## config.mk

```make
export PLATFORM = sky130hd
export DESIGN_NAME = polyphonic_voice_allocator_top
export DESIGN_NICKNAME = d
export VERILOG_FILES = /design/src/rtl/core/vpa_pkg.sv /design/src/rtl/core/vpa_voice_ram.sv /design/src/rtl/core/vpa_scan.sv /design/src/rtl/core/polyphonic_voice_allocator_top.sv
export SDC_FILE = /design/constraint.sdc
export NUM_CORES = 1
export LEC_CHECK = 0
export BUFFER_PORTS_ARGS = -buffer_cell sky130_fd_sc_hd__buf_2
export CAP_MARGIN = 20
export CORE_UTILIZATION = 50
export CTS_BUF_LIST = sky130_fd_sc_hd__clkbuf_16
export CTS_CLUSTER_DIAMETER = 40
export DETAILED_ROUTE_END_ITERATION = 10
export PLACE_DENSITY = 0.76
export SLEW_MARGIN = 10
export SYNTH_ARGS = -nofsm -noshare
export SYNTH_HDL_FRONTEND = slang
export SYNTH_SLANG_ARGS = --single-unit
```

## constraint.sdc

```tcl
create_clock -name clk -period 10.2 [get_ports clk]
set_input_delay 0.51 -clock clk [delete_from_list [all_inputs] [get_ports clk]]
set_output_delay 0.51 -clock clk [all_outputs]
set_load 0.005 [all_outputs]
```

## src/rtl/core/vpa_pkg.sv

```systemverilog
package vpa_pkg;

    localparam int NUM_VOICES = 16;
    localparam int VOICE_W = $clog2(NUM_VOICES);
    localparam logic [VOICE_W-1:0] LAST_VOICE = VOICE_W'(NUM_VOICES - 1);

    localparam logic [4:0] NUM_CHIPS = 5'd4;
    localparam logic [1:0] DRUM_LANE = 2'd3;
    localparam logic [1:0] MUSIC_LANE_LIMIT = 2'd2;

    localparam logic [2:0] MODE_ALLOC = 3'd0;
    localparam logic [2:0] MODE_ASSIGN = 3'd1;
    localparam logic [2:0] MODE_FREE = 3'd2;
    localparam logic [2:0] MODE_STATUS = 3'd3;
    localparam logic [2:0] MODE_SWEEP = 3'd4;
    localparam logic [2:0] MODE_FIND_CH = 3'd5;
    localparam logic [2:0] MODE_FIND_PITCH = 3'd6;

    localparam logic [1:0] TYPE_MUSIC = 2'd0;
    localparam logic [1:0] TYPE_DRUM = 2'd1;

    typedef struct packed {
        logic        in_use;
        logic [3:0]  owner;
        logic [6:0]  note;
        logic [31:0] age;
        logic        osc_on;
        logic        osc_rel;
        logic [3:0]  osc_level;
    } voice_entry_t;

    typedef struct packed {
        logic [2:0] mode;
        logic [3:0] voice;
        logic [3:0] channel;
        logic [6:0] pitch;
        logic [3:0] chip_mask;
        logic [4:0] limit;
        logic [1:0] vtype;
        logic       osc_active;
        logic       osc_releasing;
        logic [3:0] osc_volume;
        logic [3:0] start_voice;
    } req_t;

    typedef struct packed {
        logic               clear;
        logic               step;
        logic [VOICE_W-1:0] idx;
    } scan_ctl_t;

    typedef struct packed {
        logic               found;
        logic [VOICE_W-1:0] pick;
    } scan_res_t;

endpackage

```

## src/rtl/core/vpa_voice_ram.sv

```systemverilog
module vpa_voice_ram (
    input  logic                          clk,
    input  logic                          rst_n,
    input  logic                          rd_en,
    input  logic [vpa_pkg::VOICE_W-1:0]   rd_addr,
    output vpa_pkg::voice_entry_t         rd_data,
    input  logic                          wr_en,
    input  logic [vpa_pkg::VOICE_W-1:0]   wr_addr,
    input  vpa_pkg::voice_entry_t         wr_data
);

    vpa_pkg::voice_entry_t mem [vpa_pkg::NUM_VOICES];
    vpa_pkg::voice_entry_t rd_data_reg;
    logic [vpa_pkg::NUM_VOICES-1:0] valid_reg;

    // An entry never written reads as the reset value of all zeros.
    always_ff @(posedge clk)
    begin
        if (wr_en)
        begin
            mem[wr_addr] <= wr_data;
        end
        if (rd_en)
        begin
            rd_data_reg <= valid_reg[rd_addr] ? mem[rd_addr] : '0;
        end
    end

    always_ff @(posedge clk or negedge rst_n)
    begin
        if (!rst_n)
        begin
            valid_reg <= '0;
        end
        else if (wr_en)
        begin
            valid_reg[wr_addr] <= 1'b1;
        end
    end

    assign rd_data = rd_data_reg;

endmodule

```

## src/rtl/core/vpa_scan.sv

```systemverilog
module vpa_scan (
    input  logic                  clk,
    input  logic                  rst_n,
    input  vpa_pkg::scan_ctl_t    ctl,
    input  vpa_pkg::voice_entry_t entry,
    input  vpa_pkg::req_t         req,
    output vpa_pkg::scan_res_t    res
);

    logic [4:0]                  active_reg, active_next;
    logic [vpa_pkg::VOICE_W-1:0] free_v_reg, free_v_next;
    logic                        have_free_reg, have_free_next;
    logic [vpa_pkg::VOICE_W-1:0] steal_v_reg, steal_v_next;
    logic                        have_steal_reg, have_steal_next;
    logic                        took_rel_reg, took_rel_next;
    logic [3:0]                  low_vol_reg, low_vol_next;
    logic [31:0]                 low_age_reg, low_age_next;
    logic [vpa_pkg::VOICE_W-1:0] find_v_reg, find_v_next;
    logic                        have_find_reg, have_find_next;

    logic [6:0] idx7;
    logic [4:0] chip;
    logic [1:0] lane;
    logic       chip_ok;
    logic       lane_ok;
    logic       owned;
    logic       better;

    assign idx7 = 7'(ctl.idx);
    assign chip = idx7[6:2];
    assign lane = idx7[1:0];
    assign chip_ok = (chip < vpa_pkg::NUM_CHIPS) && req.chip_mask[chip[1:0]];
    assign owned = entry.in_use && (entry.owner == req.channel);

    always_comb
    begin
        unique case (req.vtype)
            vpa_pkg::TYPE_MUSIC: lane_ok = chip_ok && (lane < vpa_pkg::MUSIC_LANE_LIMIT);
            vpa_pkg::TYPE_DRUM:  lane_ok = chip_ok && (lane == vpa_pkg::DRUM_LANE);
            default:             lane_ok = chip_ok;
        endcase
    end

    // A releasing voice wins until one is held; after that only releasing voices compete.
    assign better = ((!took_rel_reg && entry.osc_rel) || !have_steal_reg
                     || (entry.osc_level < low_vol_reg)
                     || ((entry.osc_level == low_vol_reg) && (entry.age < low_age_reg)))
                    && !(took_rel_reg && !entry.osc_rel);

    always_comb
    begin
        active_next = active_reg;
        free_v_next = free_v_reg;
        have_free_next = have_free_reg;
        steal_v_next = steal_v_reg;
        have_steal_next = have_steal_reg;
        took_rel_next = took_rel_reg;
        low_vol_next = low_vol_reg;
        low_age_next = low_age_reg;
        find_v_next = find_v_reg;
        have_find_next = have_find_reg;
        if (ctl.clear)
        begin
            active_next = '0;
            have_free_next = 1'b0;
            free_v_next = '0;
            have_steal_next = 1'b0;
            steal_v_next = '0;
            took_rel_next = 1'b0;
            low_vol_next = '0;
            low_age_next = '0;
            have_find_next = 1'b0;
            find_v_next = '0;
        end
        else if (ctl.step)
        begin
            if ((req.mode == vpa_pkg::MODE_ALLOC) && (active_reg < req.limit) && lane_ok)
            begin
                if (!entry.in_use || !entry.osc_on)
                begin
                    free_v_next = ctl.idx;
                    have_free_next = 1'b1;
                end
                else if (entry.owner == req.channel)
                begin
                    active_next = active_reg + 5'd1;
                    if (better)
                    begin
                        took_rel_next = took_rel_reg || entry.osc_rel;
                        low_vol_next = entry.osc_level;
                        low_age_next = entry.age;
                        steal_v_next = ctl.idx;
                        have_steal_next = 1'b1;
                    end
                end
            end
            if (!have_find_reg && owned
                && (((req.mode == vpa_pkg::MODE_FIND_CH))
                    || ((req.mode == vpa_pkg::MODE_FIND_PITCH)
                        && (entry.note == req.pitch)
                        && (7'(req.start_voice) <= idx7))))
            begin
                find_v_next = ctl.idx;
                have_find_next = 1'b1;
            end
        end
    end

    always_ff @(posedge clk or negedge rst_n)
    begin
        if (!rst_n)
        begin
            active_reg <= '0;
            have_free_reg <= 1'b0;
            have_steal_reg <= 1'b0;
            took_rel_reg <= 1'b0;
            have_find_reg <= 1'b0;
        end
        else
        begin
            active_reg <= active_next;
            have_free_reg <= have_free_next;
            have_steal_reg <= have_steal_next;
            took_rel_reg <= took_rel_next;
            have_find_reg <= have_find_next;
        end
    end

    always_ff @(posedge clk)
    begin
        free_v_reg <= free_v_next;
        steal_v_reg <= steal_v_next;
        low_vol_reg <= low_vol_next;
        low_age_reg <= low_age_next;
        find_v_reg <= find_v_next;
    end

    always_comb
    begin
        res = '0;
        if (req.mode == vpa_pkg::MODE_ALLOC)
        begin
            if ((active_reg < req.limit) && have_free_reg)
            begin
                res.found = 1'b1;
                res.pick = free_v_reg;
            end
            else if (have_steal_reg)
            begin
                res.found = 1'b1;
                res.pick = steal_v_reg;
            end
        end
        else if (have_find_reg)
        begin
            res.found = 1'b1;
            res.pick = find_v_reg;
        end
    end

endmodule

```

## src/rtl/core/polyphonic_voice_allocator_top.sv

```systemverilog
// Channel | Handshake             | Payload
// input   | in_valid / in_ready   | mode, voice, channel, pitch, chip_mask, max_per_channel,
//         |                       | voice_type, osc_active, osc_releasing, osc_volume, start_voice
// output  | out_valid / out_ready | voice_index, found
//
// Allocate, sweep and both lookups walk the voice RAM one entry per cycle; assign, free
// and status read and write back only the addressed voice.
// The single read port of the voice RAM sets this pace.
// Reset clears the valid bits of the RAM, so every voice reads as zero until written.
// A result waits in the output register; a new item is taken while it waits, and the
// block stalls at the end of that item until the old result has been transferred.
module polyphonic_voice_allocator_top (
    input  logic       clk,
    input  logic       rst_n,
    input  logic       in_valid,
    output logic       in_ready,
    input  logic [2:0] mode,
    input  logic [3:0] voice,
    input  logic [3:0] channel,
    input  logic [6:0] pitch,
    input  logic [3:0] chip_mask,
    input  logic [4:0] max_per_channel,
    input  logic [1:0] voice_type,
    input  logic       osc_active,
    input  logic       osc_releasing,
    input  logic [3:0] osc_volume,
    input  logic [3:0] start_voice,
    output logic       out_valid,
    input  logic       out_ready,
    output logic [3:0] voice_index,
    output logic       found
);

    typedef enum logic [2:0] {
        ST_IDLE   = 3'b001,
        ST_RUN    = 3'b010,
        ST_FINISH = 3'b100
    } state_t;

    state_t state_reg, state_next;
    vpa_pkg::req_t req_reg, req_next;
    logic [vpa_pkg::VOICE_W-1:0] rd_addr_reg, rd_addr_next;
    logic issuing_reg, issuing_next;
    logic rd_pend_reg;
    logic rd_last_reg;
    logic [vpa_pkg::VOICE_W-1:0] rd_idx_reg;
    logic [31:0] age_counter_reg, age_counter_next;
    logic out_valid_reg, out_valid_next;
    logic [3:0] voice_index_reg, voice_index_next;
    logic found_reg, found_next;

    logic in_xfer;
    logic is_rmw;
    logic in_is_rmw;
    logic in_voice_ok;
    logic req_voice_ok;
    logic rd_en;
    logic issue_last;
    logic wr_en;
    vpa_pkg::voice_entry_t rd_data;
    vpa_pkg::voice_entry_t wr_data;
    vpa_pkg::scan_ctl_t scan_ctl;
    vpa_pkg::scan_res_t scan_res;

    assign in_ready = (state_reg == ST_IDLE);
    assign in_xfer = in_valid && in_ready;
    assign in_is_rmw = (mode == vpa_pkg::MODE_ASSIGN) || (mode == vpa_pkg::MODE_FREE)
                       || (mode == vpa_pkg::MODE_STATUS);
    assign is_rmw = (req_reg.mode == vpa_pkg::MODE_ASSIGN)
                    || (req_reg.mode == vpa_pkg::MODE_FREE)
                    || (req_reg.mode == vpa_pkg::MODE_STATUS);
    assign in_voice_ok = 7'(voice) < 7'(vpa_pkg::NUM_VOICES);
    assign req_voice_ok = 7'(req_reg.voice) < 7'(vpa_pkg::NUM_VOICES);

    assign rd_en = (state_reg == ST_RUN) && issuing_reg;
    assign issue_last = is_rmw || (rd_addr_reg == vpa_pkg::LAST_VOICE);

    assign scan_ctl.clear = in_xfer;
    assign scan_ctl.step = rd_pend_reg;
    assign scan_ctl.idx = rd_idx_reg;

    vpa_voice_ram u_ram (
        .clk     (clk),
        .rst_n   (rst_n),
        .rd_en   (rd_en),
        .rd_addr (rd_addr_reg),
        .rd_data (rd_data),
        .wr_en   (wr_en),
        .wr_addr (rd_idx_reg),
        .wr_data (wr_data)
    );

    vpa_scan u_scan (
        .clk   (clk),
        .rst_n (rst_n),
        .ctl   (scan_ctl),
        .entry (rd_data),
        .req   (req_reg),
        .res   (scan_res)
    );

    // Write-back of the entry whose read data arrives this cycle.
    always_comb
    begin
        wr_en = 1'b0;
        wr_data = rd_data;
        age_counter_next = age_counter_reg;
        if (rd_pend_reg)
        begin
            unique case (req_reg.mode)
                vpa_pkg::MODE_ASSIGN:
                begin
                    wr_en = 1'b1;
                    wr_data.in_use = 1'b1;
                    wr_data.owner = req_reg.channel;
                    wr_data.note = req_reg.pitch;
                    wr_data.age = age_counter_reg;
                    age_counter_next = age_counter_reg + 32'd1;
                end
                vpa_pkg::MODE_FREE:
                begin
                    wr_en = 1'b1;
                    wr_data.in_use = 1'b0;
                    wr_data.owner = '0;
                    wr_data.note = '0;
                    wr_data.age = '0;
                end
                vpa_pkg::MODE_STATUS:
                begin
                    wr_en = 1'b1;
                    wr_data.osc_on = req_reg.osc_active;
                    wr_data.osc_rel = req_reg.osc_releasing;
                    wr_data.osc_level = req_reg.osc_volume;
                end
                vpa_pkg::MODE_SWEEP:
                begin
                    wr_en = rd_data.in_use && !rd_data.osc_on;
                    wr_data.in_use = 1'b0;
                    wr_data.owner = '0;
                    wr_data.note = '0;
                    wr_data.age = '0;
                end
                default:
                begin
                    wr_en = 1'b0;
                end
            endcase
        end
    end

    always_comb
    begin
        state_next = state_reg;
        req_next = req_reg;
        rd_addr_next = rd_addr_reg;
        issuing_next = issuing_reg;
        out_valid_next = out_valid_reg && !out_ready;
        voice_index_next = voice_index_reg;
        found_next = found_reg;
        unique case (state_reg)
            ST_IDLE:
            begin
                if (in_xfer)
                begin
                    req_next.mode = mode;
                    req_next.voice = voice;
                    req_next.channel = channel;
                    req_next.pitch = pitch;
                    req_next.chip_mask = chip_mask;
                    req_next.limit = max_per_channel;
                    req_next.vtype = voice_type;
                    req_next.osc_active = osc_active;
                    req_next.osc_releasing = osc_releasing;
                    req_next.osc_volume = osc_volume;
                    req_next.start_voice = start_voice;
                    if (in_is_rmw)
                    begin
                        rd_addr_next = vpa_pkg::VOICE_W'(voice);
                        issuing_next = in_voice_ok;
                        state_next = in_voice_ok ? ST_RUN : ST_FINISH;
                    end
                    else if (mode == vpa_pkg::MODE_ALLOC || mode == vpa_pkg::MODE_SWEEP
                             || mode == vpa_pkg::MODE_FIND_CH
                             || mode == vpa_pkg::MODE_FIND_PITCH)
                    begin
                        rd_addr_next = '0;
                        issuing_next = 1'b1;
                        state_next = ST_RUN;
                    end
                    else
                    begin
                        issuing_next = 1'b0;
                        state_next = ST_FINISH;
                    end
                end
            end
            ST_RUN:
            begin
                if (issuing_reg)
                begin
                    rd_addr_next = rd_addr_reg + vpa_pkg::VOICE_W'(1);
                    issuing_next = !issue_last;
                end
                if (rd_pend_reg && rd_last_reg)
                begin
                    state_next = ST_FINISH;
                end
            end
            ST_FINISH:
            begin
                if (!out_valid_reg || out_ready)
                begin
                    out_valid_next = 1'b1;
                    voice_index_next = '0;
                    found_next = 1'b0;
                    if (is_rmw)
                    begin
                        if (req_voice_ok)
                        begin
                            voice_index_next = req_reg.voice;
                            found_next = 1'b1;
                        end
                    end
                    else if (req_reg.mode == vpa_pkg::MODE_ALLOC
                             || req_reg.mode == vpa_pkg::MODE_FIND_CH
                             || req_reg.mode == vpa_pkg::MODE_FIND_PITCH)
                    begin
                        voice_index_next = 4'(scan_res.pick);
                        found_next = scan_res.found;
                    end
                    state_next = ST_IDLE;
                end
            end
            default:
            begin
                state_next = ST_IDLE;
            end
        endcase
    end

    always_ff @(posedge clk or negedge rst_n)
    begin
        if (!rst_n)
        begin
            state_reg <= ST_IDLE;
            issuing_reg <= 1'b0;
            rd_pend_reg <= 1'b0;
            rd_last_reg <= 1'b0;
            age_counter_reg <= '0;
            out_valid_reg <= 1'b0;
        end
        else
        begin
            state_reg <= state_next;
            issuing_reg <= issuing_next;
            rd_pend_reg <= rd_en;
            rd_last_reg <= rd_en && issue_last;
            age_counter_reg <= age_counter_next;
            out_valid_reg <= out_valid_next;
        end
    end

    always_ff @(posedge clk)
    begin
        req_reg <= req_next;
        rd_addr_reg <= rd_addr_next;
        rd_idx_reg <= rd_addr_reg;
        voice_index_reg <= voice_index_next;
        found_reg <= found_next;
    end

    assign out_valid = out_valid_reg;
    assign voice_index = voice_index_reg;
    assign found = found_reg;

endmodule
```

==> metrics.md, run 1 <==
| Metric | Value |
|---|---|
| GP Congestion | ~0.80 |
| Type of the worst min-delay path | input pin to async pin |
| Final cell count without fillers | 3288 |
| Total CTS buffers | approximately 120 |
| Max reg flops | 800 |
| Wirelength per Cell | 27.7 um |
| FMAX | 218 MHz |
| I/O Buffers | 49 |
| Synth cell types | between 50 and 60 |
| Depth of the CTS H-tree | 3 |
| Initial antenna violation count | 2 |
| Total Wirelength | 91100 um |
| Initial core utilization | 0.505 |
| Routed via count | 20.4k |
| Die Y | around 280 um |
| Top-count cell post-synth | edfxtp_1 |
| Clock Skews | 29.4 ps |
| Clock transition at path regs | about 60 ps |
| Design Power | 10.8 mW |
| Top delay family on crit path | buffers and inverters |
| CP max stage delay | 800 ps |
| Area after DPL | 0.0415 mm^2 |
| CTS tree | built |
| Max FO, Critical Path | 41 |
| Setup tns final | 0 ps |
| Share of the synthesized area in the top cell type | 0.676 |
| RSZ-0062 raised after global routing | no |
| Kind of critical path | flip-flop to flip-flop |
| Area grow syn2layout | 14.9% |
| Critical Path End Type | flip-flop |
| Largest net degree at the start of global routing | 93 |
| Async SR Flop Fraction | 0.0631 |
| Fill count | 5505 |
| Crit path DAT | 4980 ps |
| Syn_area_per_cell | 20.0 um^2 |
| Cells after Synth | roughly 2.0k |
| Die X | between 200 and 300 um |
| Prevailing post-synth register cell | edfxtp_1 |
| Yosys top cell by area | edfxtp_1 |
| Placed cell count | 3033 |
| First-pass GRT wire length | 136000 um |
| CTS Sinks | 1014 |
| Hold Fails Final Rpt | 0 |
| Max-Cap Viols | 0 |
| Synth warn | 0 |
| Row count | 103 |
| Final count of negative-setup-slack endpoints | 0 |
| Final HPWL DP | between 40000 and 50000 um |
| Post-place setup slack | about 5600 ps |
| Worst slew pin tran | 1170 ps |
| Leakage power | 15.0 nW |
| Overflow left after global routing | 0 |
| Post-CTS Setup Repair Bufs | 0 |
| Most frequent cells after synthesis | edfxtp_1 (898), mux4_2 (255), clkbuf_1 (69), dfrtp_1 (63), nand3_1 (63) |
| CP max stage cell | edfxtp_1 |
| Critical Path RT | 10600 ps |
| First-pass DRT Iterations | 6 |
| Total Routing Usage GR | 0.228 |
| Skew-Pair Late Insertion Delay | 690 ps |
| Pins over their slew limit | 0 |
| Synth top area cells | edfxtp_1 (68%), mux4_2 (14%), dfrtp_1 (4.0%) |
| Post-layout min period | 4580 ps |
| Vias in the first global route | 21.2k |
| Final Net Count | 2224 |
| CORE AREA | 0.0790 mm^2 |
| Final worst-path cycle share | 0.449 |
| Flop-to-flop setup slack | 5620 ps |
| DRT iter0 DRCs | 2609 |
| Pwr/cell area | roughly 240 mW/mm^2 |
| Netlist Area Pre-Place | about 0.04 mm^2 |
| Worst vdd ir | 0.000177 V |
| Syn Nets | ~2.1k |
| Post-DRT Antenna Nets | 0 |
| CTS Buffer Depth | 3 |
| WP buf/inv | 3 |
| Via density | roughly 6.2 |
| Slew HR | 0.219 |
| Status | complete, no violations |
| CP startpoint kind | flip-flop |
| Die area | 0.0809 mm^2 |
| Post-route cell area | between 0.04 and 0.05 mm^2 |
| Post-CTS resize count | 0 |
| Post-synth EDFFs | 898 |
| Cell Chain, Critical Path | buf_4 > buf_4 > mux4_2 > mux2i_1 > nand2_1 > o21ai_4 > buf_4 > nor2b_1 |
| Drt drc | 0 |
| Ratio of cells with drive above 1 in the final layout | 0.269 |
| IO Pins | 50 |
| Setup WS post-layout | 5620 ps |
| Root cell of the clock tree | clkbuf_16 |
| Seq cells post-synth | a little over 1k |
| Sequential-to-total area share from yosys stat | 0.743 |
| Most Frequent Cell on Critical Path | buf_4 |
-- cell usage in the layout (no fill, tap or decap), types with 12 or more instances in the layout --
| master | netlist | routed |
|---|---|---|
| clkbuf_16 | 0 | 120 |
| nand3_1 | 63 | 63 |
| or2_2 | 17 | 17 |
| ha_1 | 46 | 46 |
| xnor2_1 | 32 | 32 |
| nand4_1 | 17 | 17 |
| nand2_1 | 58 | 57 |
| clkinv_1 | 0 | 12 |
| inv_6 | 0 | 16 |
| mux4_2 | 255 | 255 |
| dfrtp_1 | 63 | 63 |
| dfxtp_1 | 52 | 52 |
| nor2_1 | 43 | 31 |
| clkinvlp_4 | 0 | 20 |
| a21oi_1 | 23 | 23 |
| nor2_4 | 0 | 12 |
| buf_2 | 27 | 49 |
| bufinv_16 | 0 | 12 |
| edfxtp_1 | 898 | 898 |
| o31ai_1 | 35 | 35 |
| a22o_1 | 46 | 46 |
| clkinv_2 | 0 | 16 |
| inv_1 | 56 | 63 |
| xor2_1 | 17 | 17 |
| nor3_1 | 16 | 12 |
| nor2b_1 | 55 | 55 |
| dlygate4sd3_1 | 0 | 28 |
| buf_4 | 0 | 39 |
-- cells by family after synthesis --
kind of cell | Yosys count | share of synthesized area
AO/OA/AOI/OAI | 159 | 0.0288
XOR/XNOR | 49 | 0.0108
adder cells (fa/ha/maj) | 46 | 0.0144
buffers and inverters | 157 | 0.0156
flip-flops | 1014 | 0.743
multiplexers | 270 | 0.148
AND/OR/NAND/NOR | 300 | 0.0395
-- what timing repair did --
item	CTS	global route
hold buffers	28	0
hold endpoints to repair	28	0
setup endpoints to repair	0	0
-- metal layers --
metal	up-vias	track usage	share of wire
li1	8429	-	-
met1	10700	0.319	0.40
met2	1075	0.363	0.48
met3	216	0.0425	0.089
met4	2	0.0823	0.033
met5	-	0	0.00014
-- cell type report --
class / instances / area [um^2] / area share
sequential: 1014 / 29600 / 0.646
multi-input combinational: 824 / 9780 / 0.213
clock buffer: 120 / 3000 / 0.0656
tap: 1050 / 1310 / 0.0287
clock inverter: 103 / 1020 / 0.0222
timing repair buffer: 120 / 875 / 0.0191
inverter: 56 / 211 / 0.00462
antenna: 1 / 2.50 / 0.0000546
-- path summary, 6_finish.rpt --
kind                                        from                     to  depth (start not counted)
setup / recovery                  rd_addr_reg[0]      u_ram.rd_data[45]                          8
hold / removal                             rst_n           state_reg[1]                          2
setup reg to reg                  rd_addr_reg[0]      u_ram.rd_data[45]                          8
hold reg to reg            u_scan.low_vol_reg[0]  u_scan.low_vol_reg[0]                          2
max in group asynchronous                  rst_n     age_counter_reg[4]                          2
min in group clk              max_per_channel[0]            req_reg[12]                          1
-- worst reg2reg max path, delay by kind of cell (launching register included) --
family / cells / cell delay (ps)
multiplexers: 2 / 830
buffers and inverters: 3 / 2030
AND/OR/NAND/NOR: 2 / 290
AO/OA/AOI/OAI: 1 / 350
flip-flops: 1 / 800
-- power by group --
part / internal [mW] / leakage [nW] / switching, mW
clock network: 2.49 / 1.95 / 1.75
registers: 4.77 / 9.41 / 0.116
logic: 0.799 / 3.68 / 0.891
-- stage by stage --
| stage | hold slack, ps | util |
|---|---|---|
| after floorplan | 214 | - |
| after global placement | 441 | 0.525 |
| after detailed placement | 444 | 0.525 |
| after CTS | 1.77 | 0.579 |
| after global routing | 19.5 | 0.580 |
| final | 35.8 | 0.580 |
Power figures use the tool's default switching activity.
==> inputs of run 2 (changes only) <==
Settings changed: ABC_AREA set to 1, PLACE_DENSITY 0.76 to 0.78.
Clock period 10.2 ns to 3.9 ns, I/O delays scaled along.
==> run 2 against run 1 <==
  * Global-route usage rose by 0.44 points
  * Via count rose by 32%
  * Sequential power rose to 2.8 times the previous value
  * Clock power rose to 2.5 times the previous value
  * Total power rose to 3.1 times the previous value
  * Worst setup slack got worse by 5000 ps
  * Non-clock buffer count rose by 90
  * Count of clock-buffer cells in the layout fell by 4
  * Wire length rose by 9.6%
  * Worst hold slack improved by 180 ps
  * Clock skew fell by 6.0 ps
  * Utilization rose by 0.21 points
  * Largest cell class unchanged
  * Largest power group unchanged
  * Highest routed layer is now met4
==> metrics.md, run 2 <==
| Metric | Value |
|---|---|
| FMAX | approximately 300 MHz |
| Reg area | a little under 0.03 mm^2 |
| Kind of critical path | flip-flop to flip-flop |
| Placed cell count | around 4.4k |
| Clock transition at path regs | 60 ps |
| Most frequent cells in the layout | edfxtp_1 (898), o21ai_0 (496), inv_1 (444) |
| Synth top area cells | edfxtp_1 (64%), o21ai_0 (5.9%), mux2i_1 (4.8%) |
| Skew-Pair Late Insertion Delay | 690 ps |
| Most frequent cells after synthesis | edfxtp_1 (898), o21ai_0 (496), inv_1 (430), a21oi_1 (250), nand2_1 (247) |
| CP startpoint kind | flip-flop |
| Row count | 106 |
| Yosys top cell by area | edfxtp_1 |
| Fill count | 6293 |
| Initial core utilization | 0.504 |
| Reg-to-Reg End | u_ram.mem[9][48] |
| Final count of negative-setup-slack endpoints | 0 |
| Via density | 5.72 |
| Post-CTS resize count | 0 |
| Post-route cell area | 0.0486 mm^2 |
| Wirelength per Cell | 21.2 um |
| CTS tree | built |
| Max-Cap Viols | 0 |
| Critical Path RT | 4220 ps |
| Status | complete, no violations |
| Post-synthesis mux area share | 0.0486 |
| Type of the worst min-delay path | input pin to flip-flop |
| Post-layout min period | 3260 ps |
| DR WL met3 | slightly above 9000 um |
| Final worst-path cycle share | 0.835 |
| Worst Reg-to-Reg Cells | 9 |
| Xor/xnor share of the synthesized area | 0.00915 |
| Worst vdd ir | between 0.0005 and 0.0006 V |
| Overflow left after global routing | 0 |
| Top-count cell post-synth | edfxtp_1 |
| GP Congestion | 0.894 |
| CTS Sinks | 1014 |
| RSZ-0062 raised after global routing | no |
| Share of the synthesized area in the top cell type | 0.640 |
| Max layer used | met4 |
| Total Routing Usage GR | 0.233 |
| Critical R2R Launch | req_reg[36] |
| Slew HR | 0.247 |
| DRT iter0 DRCs | 2843 |
| Commonest non-fill, non-tap cell in the layout | edfxtp_1 |
| N_diodes | 0 |
| Initial antenna violation count | 1 |
| Seq cells post-synth | 1014 |
| Die X | 292 um |
| Synth cell types | 41 |
| Hold Fails Final Rpt | 0 |
| First-pass DRT Iterations | 6 |
| Netlist Area Pre-Place | 0.0421 mm^2 |
| Ratio of cells with drive above 1 in the final layout | 0.116 |
| Area after DPL | 0.0443 mm^2 |
| Post-synthesis compound-gate area fraction | 0.113 |
| Die Y | approximately 290 um |
| Synth warn | 0 |
| Flop-to-flop setup slack | 640 ps |
| Sequential-to-total area share from yosys stat | 0.703 |
| I/O Buffers | 49 |
| Met1 Wirelength | approximately 40000 um |
| Area share of fa/ha/maj cells after synthesis | 0.0137 |
| Total CTS buffers | around 120 |
| Total Wirelength | 99800 um |
| IO Pins | 50 |
| Clock Skews | roughly 23 ps |
| Die area | roughly 0.085 mm^2 |
| Depth of the CTS H-tree | 3 |
| Post-DRT Antenna Nets | 0 |
| Final HPWL DP | 56600 um |
| Crit path capture | u_ram.mem[9][48] |
| Vias in the first global route | roughly 27k |
| Critical Path End Type | flip-flop |
| Syn_area_per_cell | 12.5 um^2 |
| Max FO, Critical Path | 32 |
| Drt drc | 0 |
| Syn Nets | 3455 |
| Multi-input logic area | 0.0103 mm^2 |
| Routed via count | roughly 27k |
| Area grow syn2layout | 15.5% |
| Design Power | 33.6 mW |
| Post-synth EDFFs | 898 |
| Post-CTS Setup Repair Bufs | 0 |
| Leakage power | between 15 and 20 nW |
| Pwr/cell area | 691 mW/mm^2 |
| Largest net degree at the start of global routing | ~100 |
| Async SR Flop Fraction | 0.0631 |
| Max reg flops | 800 |
| Met2 WL | roughly 48000 um |
| CORE AREA | 0.0836 mm^2 |
| Pins over their slew limit | 0 |
| Largest family of logic cells by synthesized area | compound AO/OA/AOI/OAI gates |
| Launch point of the worst path | req_reg[36] |
| Final Net Count | 3609 |
| Synth Area in Simple Gates | 0.0560 |
| Prevailing post-synth register cell | edfxtp_1 |
| Final core occ | 0.582 |
| Cells after Synth | 3366 |
| CTS Buffer Depth | 3 |
| Worst slew pin tran | 1130 ps |
| First-pass GRT wire length | 153000 um |
| Crit path DAT | 3580 ps |
| Root cell of the clock tree | clkbuf_16 |
| Final cell count without fillers | 4703 |
-- run 2: routing by layer --
metal	vias up	global-route usage
met1	13200	0.306
met3	218	0.0456
met4	0	0.0859
met5	-	0
li1	12300	-
met2	1223	0.385
-- run 2: power breakdown --
part	internal [mW]	switching, mW	leakage [nW]
sequential	13.3	0.406	9.41
clock	6.23	4.51	1.91
combinational	2.83	6.33	7.08
total	22.3	11.2	18.4
-- run 2: through the flow --
stage	setup TNS, ps	setup slack [ps]	hold slack (ps)
2_1_floorplan	-97690	-131	-101
3_3_place_gp	0	836	373
3_5_place_dp	0	715	373
4_1_cts	0	739	185
5_1_grt	0	419	197
6_report	0	642	217
-- run 2: final cells by class --
cell class	count	area share
Multi-Input combinational cell	1742	0.212
Tap cell	1080	0.0278
Clock inverter	104	0.0197
Timing Repair Buffer	210	0.0384
Inverter	437	0.0338
Clock buffer	116	0.0597
Sequential cell	1014	0.609
-- run 2: worst min path at each step --
stage / from / endpoint / cells past startpoint
global route: pitch[2] / req_reg[23] / 2
finish: chip_mask[3] / req_reg[20] / 2
detailed placement: max_per_channel[0] / req_reg[12] / 1
floorplan: rst_n / age_counter_reg[0] / 0
global placement: osc_active / req_reg[9] / 1
CTS: osc_volume[2] / req_reg[6] / 2
-- run 2: worst max-delay path: stages, from the launching register on --
cell      delay, ps
edfxtp_1        480
inv_2            60
nand2_1         110
inv_1            50
nor2_1          360
nor2_1          160
nor3_1          490
nand2_1         450
nor2_4          200
buf_4           510
-- run 2: logic make-up (layout without fill, tap and decap cells) --
family	Yosys count	in the layout
mux	204	204
simple gates	557	557
xor+xnor	44	44
fa+ha+maj	46	46
buf+inv	610	867
flops	1014	1014
compound gates	891	891
-- run 2: timing repair --
item                                    4_1_cts  5_1_grt
endpoints found under the hold margin        93       12
endpoints found under the setup margin        0        0
hold buffers                                 42        1
